`src/rtl/framed_line_packet_receiver_core_defines.svh`:
```
// Assertion macros for the framed line packet receiver.
// No dependencies; included by the modules that carry assertions.
`ifndef FRAMED_LINE_PACKET_RECEIVER_CORE_DEFINES_SVH
`define FRAMED_LINE_PACKET_RECEIVER_CORE_DEFINES_SVH

`ifndef SYNTHESIS
`define FLPR_ASSERT_IMPLY(label, clk, rst, ante, cons) \
   label: assert property (@(posedge clk) disable iff (rst) (ante) |-> (cons)) \
      else $error("implication check failed");
`define FLPR_ASSERT_NEXT(label, clk, rst, ante, cons) \
   label: assert property (@(posedge clk) disable iff (rst) (ante) |=> (cons)) \
      else $error("next-cycle check failed");
`else
`define FLPR_ASSERT_IMPLY(label, clk, rst, ante, cons)
`define FLPR_ASSERT_NEXT(label, clk, rst, ante, cons)
`endif

`endif

```
`src/rtl/flpr_pkg.sv`:
```
// Types and constants of the framed line packet receiver.
// No dependencies; imported by the receiver core and the testbench.
`default_nettype none

package flpr_pkg;

   typedef enum logic [3:0] {
      ST_LOOKING = 4'b0001,
      ST_HEADER  = 4'b0010,
      ST_DATA    = 4'b0100,
      ST_READY   = 4'b1000
   } stage_type;

   typedef enum logic [1:0] {
      OP_RECEIVE     = 2'd0,
      OP_RESTART     = 2'd1,
      OP_READ_DATA   = 2'd2,
      OP_READ_HEADER = 2'd3
   } opcode_type;

   localparam logic [1:0] STAGE_CODE_LOOKING = 2'd0;
   localparam logic [1:0] STAGE_CODE_HEADER  = 2'd1;
   localparam logic [1:0] STAGE_CODE_DATA    = 2'd2;
   localparam logic [1:0] STAGE_CODE_READY   = 2'd3;

   localparam logic [1:0] REG_FRAME_CHAR  = 2'd0;
   localparam logic [1:0] REG_BUFFER_SIZE = 2'd1;
   localparam logic [1:0] REG_TIMEOUT_MS  = 2'd2;

   localparam logic [7:0]  CHAR_LF           = 8'h0A;
   localparam logic [7:0]  CHAR_CR           = 8'h0D;
   localparam logic [7:0]  FRAME_CHAR_RESET  = 8'd36;
   localparam logic [8:0]  BUFFER_SIZE_RESET = 9'd256;
   localparam logic [15:0] TIMEOUT_MS_RESET  = 16'd10000;

   typedef struct packed {
      logic [7:0]  read_data;
      logic [15:0] timeout_count;
      logic [8:0]  data_count;
      logic [3:0]  header_count;
      logic [15:0] checksum;
      logic        packet_error;
      logic [1:0]  stage;
      logic [7:0]  pass_byte;
   } rsp_fields_type;

   typedef struct packed {
      rsp_fields_type fields;
      logic           mem_sel;
   } snap_type;

   function automatic logic [1:0] stage_code(input stage_type s);
      logic [1:0] code;
      case (s)
         ST_LOOKING: code = STAGE_CODE_LOOKING;
         ST_HEADER:  code = STAGE_CODE_HEADER;
         ST_DATA:    code = STAGE_CODE_DATA;
         ST_READY:   code = STAGE_CODE_READY;
         default:    code = STAGE_CODE_LOOKING;
      endcase
      return code;
   endfunction

endpackage

`default_nettype wire

```
`src/rtl/framed_line_packet_receiver_core.sv`:
```
// Framed line packet receiver: byte-serial packet framing, header and data stores.
// Depends on flpr_pkg and framed_line_packet_receiver_core_defines.svh.
//
// Takes one item per clock with no stall of its own while the result side is not
// backed up; a result goes through the snapshot stage, then the output register, which
// also takes the registered read of the data store. The output register and the
// snapshot stage keep the input side open while a result waits. No clearing pass after
// reset: both stores are undefined until written. Configuration by APB at byte
// addresses 0 (frame_char), 4 (buffer_size) and 8 (timeout_ms).
`default_nettype none
`include "framed_line_packet_receiver_core_defines.svh"

module framed_line_packet_receiver_core
   import flpr_pkg::*;
#(
   parameter int HEADER_SIZE = 8,
   parameter int BUF_DEPTH   = 256
) (
   input  wire logic        clock,
   input  wire logic        reset,
   input  wire logic        req_tvalid,
   output      logic        req_tready,
   input  wire logic [47:0] req_tdata,   // rx_byte, tick_ms, read_index
   input  wire logic [1:0]  req_tuser,   // opcode
   output      logic        rsp_tvalid,
   input  wire logic        rsp_tready,
   // pass_byte, stage, packet_error, checksum, header_count, data_count,
   // timeout_count, read_data
   output      logic [63:0] rsp_tdata,
   input  wire logic        csr_psel,
   input  wire logic        csr_penable,
   input  wire logic        csr_pwrite,
   input  wire logic [3:0]  csr_paddr,
   input  wire logic [31:0] csr_pwdata,
   output      logic [31:0] csr_prdata,
   output      logic        csr_pready
);

   localparam int HIDX_W  = $clog2(HEADER_SIZE + 1);
   localparam int HADDR_W = $clog2(HEADER_SIZE);
   localparam int DIDX_W  = $clog2(BUF_DEPTH + 1);
   localparam int DADDR_W = $clog2(BUF_DEPTH);
   localparam int LIM_W   = (DIDX_W > 9) ? DIDX_W : 9;

   logic [7:0]  frame_char_ff;
   logic [8:0]  buffer_size_ff;
   logic [15:0] timeout_ms_ff;

   stage_type         stage_ff, stage_in;
   logic [HIDX_W-1:0] hidx_ff, hidx_in;
   logic [DIDX_W-1:0] didx_ff, didx_in;
   logic [15:0]       sum_ff, sum_in;
   logic [31:0]       start_ff, start_in;
   logic [15:0]       tmo_ff, tmo_in;
   logic              err_ff, err_in;

   logic [7:0]         header_store_ff [HEADER_SIZE];
   logic               hs_we;
   logic [HADDR_W-1:0] hs_waddr;

   logic [7:0]         data_mem [BUF_DEPTH];
   logic               dm_we, dm_re;
   logic [DADDR_W-1:0] dm_waddr, dm_raddr;
   logic [7:0]         dm_rdata_ff;

   snap_type       snap_ff, snap_in;
   logic           snap_valid_ff, snap_valid_in;
   logic           rsp_valid_ff, rsp_valid_in;
   rsp_fields_type rsp_ff, rsp_in;

   logic        acc, snap_adv, csr_wr;
   opcode_type  op;
   logic [7:0]  rx, ridx, pass, hdr_rd;
   logic [31:0] tick, elapsed;
   logic        mem_sel;
   logic [LIM_W-1:0] lim;

   assign rx   = req_tdata[7:0];
   assign tick = req_tdata[39:8];
   assign ridx = req_tdata[47:40];
   assign op   = opcode_type'(req_tuser);

   assign snap_adv      = snap_valid_ff && (!rsp_valid_ff || rsp_tready);
   assign req_tready    = !snap_valid_ff || !rsp_valid_ff || rsp_tready;
   assign acc           = req_tvalid && req_tready;
   assign snap_valid_in = acc || (snap_valid_ff && !snap_adv);
   assign rsp_valid_in  = snap_adv || (rsp_valid_ff && !rsp_tready);

   assign elapsed = tick - start_ff;

   always_comb begin
      lim = LIM_W'(buffer_size_ff);
      if (lim == '0) begin
         lim = LIM_W'(1);
      end
      if (lim > LIM_W'(BUF_DEPTH)) begin
         lim = LIM_W'(BUF_DEPTH);
      end
   end

   always_comb begin
      stage_in = stage_ff;
      hidx_in  = hidx_ff;
      didx_in  = didx_ff;
      sum_in   = sum_ff;
      start_in = start_ff;
      tmo_in   = tmo_ff;
      err_in   = err_ff;
      hs_we    = 1'b0;
      hs_waddr = hidx_ff[HADDR_W-1:0];
      dm_we    = 1'b0;
      dm_waddr = didx_ff[DADDR_W-1:0];
      dm_re    = 1'b0;
      dm_raddr = DADDR_W'(ridx);
      pass     = 8'd0;
      hdr_rd   = 8'd0;
      mem_sel  = 1'b0;
      if (acc) begin
         case (op)
            OP_RECEIVE: begin
               if (rx == frame_char_ff) begin
                  if (stage_ff != ST_LOOKING) begin
                     err_in = 1'b1;
                  end
                  didx_in  = '0;
                  stage_in = ST_HEADER;
                  hs_we    = 1'b1;
                  hs_waddr = '0;
                  hidx_in  = HIDX_W'(1);
                  sum_in   = 16'd0;
                  start_in = tick;
               end else begin
                  case (stage_ff)
                     ST_LOOKING: begin
                        pass = rx;
                     end
                     ST_HEADER: begin
                        if (rx == CHAR_LF) begin
                           err_in   = 1'b1;
                           stage_in = ST_LOOKING;
                        end else begin
                           if (hidx_ff < HIDX_W'(HEADER_SIZE)) begin
                              hs_we   = 1'b1;
                              hidx_in = hidx_ff + HIDX_W'(1);
                              sum_in  = sum_ff + 16'(rx);
                           end
                           if (hidx_in >= HIDX_W'(HEADER_SIZE)) begin
                              didx_in  = '0;
                              stage_in = ST_DATA;
                           end
                        end
                     end
                     ST_DATA: begin
                        sum_in = sum_ff + 16'(rx);
                        if (didx_ff < DIDX_W'(BUF_DEPTH)) begin
                           dm_we   = 1'b1;
                           didx_in = didx_ff + DIDX_W'(1);
                        end
                        if (rx == CHAR_LF || rx == CHAR_CR || LIM_W'(didx_in) >= lim) begin
                           stage_in = ST_READY;
                        end
                     end
                     default: begin
                     end
                  endcase
                  if ((stage_in == ST_HEADER || stage_in == ST_DATA) &&
                      elapsed > 32'(timeout_ms_ff)) begin
                     if (tmo_ff != 16'hFFFF) begin
                        tmo_in = tmo_ff + 16'd1;
                     end
                     stage_in = ST_LOOKING;
                  end
               end
            end
            OP_RESTART: begin
               hidx_in  = '0;
               didx_in  = '0;
               sum_in   = 16'd0;
               stage_in = ST_LOOKING;
               tmo_in   = 16'd0;
            end
            OP_READ_DATA: begin
               if (32'(ridx) < BUF_DEPTH) begin
                  dm_re   = 1'b1;
                  mem_sel = 1'b1;
               end
            end
            OP_READ_HEADER: begin
               if (32'(ridx) < HEADER_SIZE) begin
                  hdr_rd = header_store_ff[ridx[HADDR_W-1:0]];
               end
            end
            default: begin
            end
         endcase
      end
   end

   always_comb begin
      snap_in.fields.read_data     = hdr_rd;
      snap_in.fields.timeout_count = tmo_in;
      snap_in.fields.data_count    = 9'(didx_in);
      snap_in.fields.header_count  = 4'(hidx_in);
      snap_in.fields.checksum      = sum_in;
      snap_in.fields.packet_error  = err_in;
      snap_in.fields.stage         = stage_code(stage_in);
      snap_in.fields.pass_byte     = pass;
      snap_in.mem_sel              = mem_sel;
      rsp_in = snap_ff.fields;
      if (snap_ff.mem_sel) begin
         rsp_in.read_data = dm_rdata_ff;
      end
   end

   always_ff @(posedge clock) begin
      if (reset) begin
         stage_ff      <= ST_LOOKING;
         hidx_ff       <= '0;
         didx_ff       <= '0;
         sum_ff        <= 16'd0;
         start_ff      <= 32'd0;
         tmo_ff        <= 16'd0;
         err_ff        <= 1'b0;
         snap_valid_ff <= 1'b0;
         rsp_valid_ff  <= 1'b0;
      end else begin
         stage_ff      <= stage_in;
         hidx_ff       <= hidx_in;
         didx_ff       <= didx_in;
         sum_ff        <= sum_in;
         start_ff      <= start_in;
         tmo_ff        <= tmo_in;
         err_ff        <= err_in;
         snap_valid_ff <= snap_valid_in;
         rsp_valid_ff  <= rsp_valid_in;
      end
   end

   always_ff @(posedge clock) begin
      if (acc) begin
         snap_ff <= snap_in;
      end
      if (snap_adv) begin
         rsp_ff <= rsp_in;
      end
      if (hs_we) begin
         header_store_ff[hs_waddr] <= rx;
      end
   end

   always_ff @(posedge clock) begin
      if (dm_we) begin
         data_mem[dm_waddr] <= rx;
      end
      if (dm_re) begin
         dm_rdata_ff <= data_mem[dm_raddr];
      end
   end

   assign rsp_tvalid = rsp_valid_ff;
   assign rsp_tdata  = rsp_ff;

   assign csr_pready = 1'b1;
   assign csr_wr     = csr_psel && csr_penable && csr_pwrite && csr_pready;

   always_ff @(posedge clock) begin
      if (reset) begin
         frame_char_ff  <= FRAME_CHAR_RESET;
         buffer_size_ff <= BUFFER_SIZE_RESET;
         timeout_ms_ff  <= TIMEOUT_MS_RESET;
      end else if (csr_wr) begin
         case (csr_paddr[3:2])
            REG_FRAME_CHAR:  frame_char_ff  <= csr_pwdata[7:0];
            REG_BUFFER_SIZE: buffer_size_ff <= csr_pwdata[8:0];
            REG_TIMEOUT_MS:  timeout_ms_ff  <= csr_pwdata[15:0];
            default: begin
            end
         endcase
      end
   end

   always_comb begin
      case (csr_paddr[3:2])
         REG_FRAME_CHAR:  csr_prdata = {24'd0, frame_char_ff};
         REG_BUFFER_SIZE: csr_prdata = {23'd0, buffer_size_ff};
         REG_TIMEOUT_MS:  csr_prdata = {16'd0, timeout_ms_ff};
         default:         csr_prdata = 32'd0;
      endcase
   end

   `FLPR_ASSERT_IMPLY(a_hidx_bound, clock, reset, 1'b1, hidx_ff <= HIDX_W'(HEADER_SIZE))
   `FLPR_ASSERT_IMPLY(a_didx_bound, clock, reset, 1'b1, didx_ff <= DIDX_W'(BUF_DEPTH))
   `FLPR_ASSERT_IMPLY(a_hdr_full, clock, reset, (stage_ff == ST_DATA) || (stage_ff == ST_READY), hidx_ff == HIDX_W'(HEADER_SIZE))
   `FLPR_ASSERT_NEXT(a_err_sticky, clock, reset, err_ff, err_ff)
   `FLPR_ASSERT_NEXT(a_snap_moves, clock, reset, snap_valid_ff && !rsp_valid_ff, rsp_valid_ff)

endmodule

`default_nettype wire

```
`config.mk`:
```
export PLATFORM = sky130hd
export DESIGN_NAME = framed_line_packet_receiver_core
export DESIGN_NICKNAME = d
export VERILOG_FILES = /design/src/rtl/flpr_pkg.sv /design/src/rtl/framed_line_packet_receiver_core.sv
export VERILOG_INCLUDE_DIRS = /design/src /design/src/rtl
export SDC_FILE = /design/constraint.sdc
export NUM_CORES = 2
export LEC_CHECK = 0
export ABC_AREA = 1
export ABC_CLOCK_PERIOD_IN_PS = 6100
export BUFFER_PORTS_ARGS = -buffer_cell sky130_fd_sc_hd__buf_2
export CORE_MARGIN = 4
export CORE_UTILIZATION = 61
export CTS_CLUSTER_SIZE = 20
export DETAILED_ROUTE_END_ITERATION = 8
export GPL_ROUTABILITY_DRIVEN = 0
export PLACE_DENSITY_LB_ADDON = 0.08
export SETUP_SLACK_MARGIN = 0.3
export SYNTH_ARGS = -nofsm -noshare
export SYNTH_HDL_FRONTEND = slang
export SYNTH_SLANG_ARGS = --single-unit
```
`constraint.sdc`:
```
create_clock -name clock -period 6.1 [get_ports clock]
set_clock_uncertainty 0.05 [all_clocks]
set_input_delay 0.915 -clock clock [delete_from_list [all_inputs] [get_ports clock]]
set_output_delay 0.915 -clock clock [all_outputs]
set_load 0.05 [all_outputs]
```
======== After elaboration in Yosys (flattened, before gate mapping) ========
Memory sizes are Yosys's and may differ from the RTL's. A register that Yosys moved wholly into a read port is not among the register bits.
Cells that the tools add are included.
operators by class
  add/subtract/negate cells ............... 5
  magnitude comparators ................... 7
  eq/ne operators ......................... 18
  muxes and demuxes ....................... 75
  bitwise operators ....................... 2
  reductions and logical operators ........ 29
operator list
  cell                   number
  $mux 16                8
  $mux 9                 11
  $pmux 16 s2            3
  $mux 4                 19
  $pmux 16 s3            1
  $pmux 9 s2             2
  $gt 32x16->1           1
  $sub 32x32->32         1
  $pmux 4 s2             3
  $mux 1                 23
  $add 16x1->16 const B  1
  $add 16x8->16          1
  $eq 8x4->1 const B     2
  $ne 16x16->1 const B   1
  $eq 4x2->1 const B     3
  $eq 4x3->1 const B     3
  $add 9x1->9 const B    1
  $ge 9x9->1             1
  $gt 9x9->1 const B     1
  $logic_not 9->1        1
  $lt 9x9->1 const B     1
  $mux 3                 3
  $eq 8x8->1             1
  $logic_or 1x1->1       8
  18 further kinds       36
storage, ports and cells
  register bits after elaboration ......... 238
  memory bits (writable) .................. 2112
  output and inout port bits .............. 99
  word-level logic and storage cells ...... 166
  memories kept ........................... 2
memories
  memory           depth  bits a word  read ports  clocked after memory_dff  wr ports  RTL line                                text
  data_mem         256    8            1           1                         1         framed_line_packet_receiver_core.sv:61  logic [7:0] data_mem [BUF_DEPTH];
  header_store_ff  8      8            1           1                         1         framed_line_packet_receiver_core.sv:57  logic [7:0] header_store_ff [HEADER_SIZE];

======== Logic depth before layout (Yosys ltp) ========
  depth in word-level cells ............... 23
  gate-level depth with buffers ........... 30
  mapped depth without buffers ............ 30

======== Least setup slack after synthesis ========
OpenSTA, ideal clock, no wires.
  kind .................................... input-to-reg
  start ................................... input port rsp_tready
  end ..................................... register rsp_ff (netlist bit rsp_tdata[0]), enable pin
  data arrival time ....................... 4.009 ns
  data required time ...................... 5.543 ns
  slack ................................... 1.534 ns
  cell stages on the path ................. 2
  cells stage by stage .................... inv_2 > a21oi_1
between the ends
  longest elaborated chain between the ends .. 2
RTL lines
  item                  RTL line                                 text
  from (decl)           framed_line_packet_receiver_core.sv:26   input wire logic rsp_tready,
  $logic_or 1x1->1      framed_line_packet_receiver_core.sv:83   assign snap_adv = snap_valid_ff && (!rsp_valid_ff || rsp_tready);
  $logic_and 1x1->1     framed_line_packet_receiver_core.sv:83
  net snap_adv          framed_line_packet_receiver_core.sv:71   logic acc, snap_adv, csr_wr;
  to (signal assigned)  framed_line_packet_receiver_core.sv:244  rsp_ff <= rsp_in;
  to (decl)             framed_line_packet_receiver_core.sv:69   rsp_fields_type rsp_ff, rsp_in;
The timed path passes the listed nets, and every way through them passes these cells.
A chain may end at the register's enable or synchronous reset.

======== Worst setup path after layout ========
  start ................................... register rsp_valid_ff (netlist: rsp_tvalid)
  end ..................................... memory data_mem[166][5], enable pin
between the ends
  longest elaborated chain between the ends .. 7
RTL lines
  item                            RTL line                                 text
  from (decl)                     framed_line_packet_receiver_core.sv:68   logic rsp_valid_ff, rsp_valid_in;
  from (signal assigned)          framed_line_packet_receiver_core.sv:235  rsp_valid_ff <= rsp_valid_in;
  $logic_not 1->1                 framed_line_packet_receiver_core.sv:84   assign req_tready = !snap_valid_ff || !rsp_valid_ff || rsp_tready;
  $logic_or 1x1->1 (2 in series)  framed_line_packet_receiver_core.sv:84
  $logic_and 1x1->1               framed_line_packet_receiver_core.sv:85   assign acc = req_tvalid && req_tready;
  net acc                         framed_line_packet_receiver_core.sv:71
  $mux 1                          framed_line_packet_receiver_core.sv:118  if (acc) begin
  $mux 1                          framed_line_packet_receiver_core.sv:252  if (dm_we) begin
  $mux 1 (not written as such)    framed_line_packet_receiver_core.sv:253  data_mem[dm_waddr] <= rx;
  to (decl)                       framed_line_packet_receiver_core.sv:61
The timed path passes the listed nets, and every way through them passes these cells.

==> metrics.cfg <==
[timing]
rsz0062_at_grt = false
hold_viol_final = 0
hold_slack_ps = 247
drv_slew = 0
relSlewSlack_pct = 21.3
setup_viol = 0
period_share_pct = 79.0
worstMarginPinSlew_ps = 1170
clock.fmax_ghz = 0.208
fin_setup_tns_ps = 0
fin_ws_ps = 1280
period_minus_slack_ps = 4820

[finish]
finalNonFillerCells = 10623
n_fill_cell = 11157
drive_above_1_share_pct = 9.95
multiInputGateArea_um2 = 24300
syn_to_final_growth_pct = 12.0
seq_area_um2 = 69900
fin_util_pct = 68.8
nets = 8516
fin_area_um2 = 109000

[worst_setup_path]
cp.arrival_ps = 5240
cp_data_required_time_ps = 6520
crit_path_start_kind = register
worstSetupEndpointType = register
ff2ff_setup_slack_ps = 1280
crit_type = reg2reg
critPathMaxFanout = 27

[power]
total_power_mw = 34.2
powerDensity_nw_per_um2 = 313
vdd_ir_drop_max_uv = 323
leakagePower_nw = 36.8

[synth]
yosys-mux-area-fraction_pct = 0.103
synthArstFlopShare_pct = 0
ys_warn_count = 0
synth-xor-area-share_pct = 0.324
synth-simple-area-share_pct = 10.5
synth_compound_area_share_pct = 12.9
syn-cell-area_um2 = 97300
syn-instance-count = 8194
synth_ff_type = edfxtp_1
synth_top_family_by_area = compound AO/OA/AOI/OAI gates
synth-adder-area-share_pct = 0.941
avgSynthCellArea_um2 = 11.9
yosysSeqAreaShare_pct = 71.8
synth.distinct_cells = 51
synth-seq-cells = 2366
synth-edff-count = 2249

[cts]
numCtsBuffers = 227
htreeDepth = 4
postCtsHoldBufs = 0
post_cts_resized = 0
cts_buffer_depth = 3
cts_setup_buffers = 0
clock-sinks = 2366
path_clk_slew_ps = 60
clk-insertion-delay-late_ps = 850
cts_tree = done
root_buffer = clkbuf_16

[routing]
drc = 0
routed_wl_um = 270000
ant_nets = 0
first_iter_violations = 8476
wl_per_cell_um = 25.4
dr_total_vias = 67178
viasPerCell = 6.32
first_pass_iters = 6

[floorplanning]
design.die.area_um2 = 166000
core_area_um2 = 158000
die_w_um = 407
start_util_pct = 61.4
die_h_um = 407
row_count = 146
io_pins = 192

[placement]
placed_cell_area_um2 = 101000
placedCellCount = 10194
pre_cts_ws_ps = 842
numPortBuffers = 156
dp.final_hpwl_um = 158000

[global_routing]
grt_max_degree = 176
antenna_found_initial = 15
grt_pass1_vias = 63638
grt_pass1_wl_um = 402000
overflow = 0
grt_usage_pct = 32.0

[min_path]
hold_class = in2reg

[status]
status = completed

[job]
cap_viol_max_count = 0

## layer usage
layer | global-route usage, % | wire [µm] | vias up
li1 | - | - | 30122
met1 | 44.6 | 104000 | 32681
met2 | 50.4 | 125000 | 3781
met3 | 6.69 | 29600 | 588
met4 | 12.1 | 10600 | 6
met5 | 0 | 34 | -
## worst paths after layout
check | from | endpoint | cells after the start
worst max-delay path | rsp_tvalid | data_mem[166][5] | 15
worst min-delay path | csr_pwdata[9] | timeout_ms_ff[9] | 3
worst max register to register | rsp_tvalid | data_mem[166][5] | 15
worst min register to register | rsp_in[33] | rsp_tdata[33] | 0
## area by class of cell
class / count / area share [%]
Antenna cell: 6 / 0.0138
Timing Repair Buffer: 456 / 3.26
Clock inverter: 138 / 1.35
Inverter: 309 / 1.09
Multi-Input combinational cell: 4991 / 22.3
Clock buffer: 285 / 5.54
Sequential cell: 2366 / 64.1
Tap cell: 2072 / 2.38
## cells by family after synthesis
logic type,count (synthesis)
xor gates and xnor gates,36
other,2
AOI/OAI and AO/OA,2255
DFF,2366
and+or+nand+nor,2602
muxes,9
buffers and inverters,852
adders and majority gates,72
## cells in the mapped netlist, types with 3 or more instances
cell type / count / area share (%)
inv_2: 9 / 0.035
mux2_2: 8 / 0.093
o32ai_1: 3 / 0.027
nand3_1: 160 / 0.82
dfxtp_1: 117 / 2.4
edfxtp_1: 2249 / 69
buf_1: 9 / 0.035
a31oi_1: 18 / 0.12
xor2_1: 33 / 0.30
inv_1: 293 / 1.1
o22ai_1: 506 / 3.3
a211oi_1: 4 / 0.031
o31ai_1: 5 / 0.039
xnor2_1: 3 / 0.027
and2_1: 4 / 0.026
ha_1: 70 / 0.90
o311ai_0: 3 / 0.027
clkbuf_1: 493 / 1.9
nor2_1: 1686 / 6.5
o211ai_1: 54 / 0.42
nand4_1: 24 / 0.15
nand3b_1: 6 / 0.046
nor3_1: 47 / 0.24
o2111ai_1: 4 / 0.036
buf_2: 24 / 0.12
o21bai_1: 4 / 0.031
nand2_2: 4 / 0.026
nor3_2: 3 / 0.031
o221a_2: 3 / 0.035
clkinv_1: 7 / 0.027
or2_2: 7 / 0.045
o21ai_0: 1381 / 7.1
o221ai_1: 92 / 0.83
buf_4: 17 / 0.13
a21oi_1: 170 / 0.87
nand2_1: 646 / 2.5
nor4_1: 8 / 0.051
## state kept, by name (all words and copies together), names as in the netlist, 16 cells and up
register	flops
data_mem	2048
header_store_ff	64
rsp_tdata	64
rsp_in	56
start_ff	32
sum_ff	16
timeout_ms_ff	16
tmo_ff	16
## layout by cell type (no fill, tap or decap), types with 24 or more instances in the layout
cell / instances
clkbuf_1: 50
a21oi_1: 169
nor2_1: 1684
bufinv_16: 30
buf_4: 270
edfxtp_1: 2249
buf_2: 143
dfxtp_1: 117
xor2_1: 33
clkbuf_16: 232
o22ai_1: 506
buf_12: 32
ha_1: 70
o221ai_1: 92
clkinv_1: 50
o211ai_1: 54
nand2_1: 638
o21ai_0: 1381
nand4_1: 24
inv_1: 289
nor3_1: 47
clkinv_2: 48
nand3_1: 152
## worst max-delay path, stage by stage (launching register included)
cell     delay (ps)
dfxtp_1         340
nand2_1          90
nor2_1           70
nor2_4          110
inv_2            90
nor2_4          210
inv_2           100
nor2_8          170
inv_2           100
nor2_8          400
inv_2           230
nor3_4          280
inv_2           240
nor3_2          570
nand2_1         560
nor2_1          800
## power breakdown
group	leakage, nW	switching [mW]	internal, mW	total [mW]
clock network	3.68	5.94	8.24	14.2
registers	21.3	0.0198	17.8	17.8
logic	11.8	1.62	0.529	2.15
(Power assumes the default switching activity.)
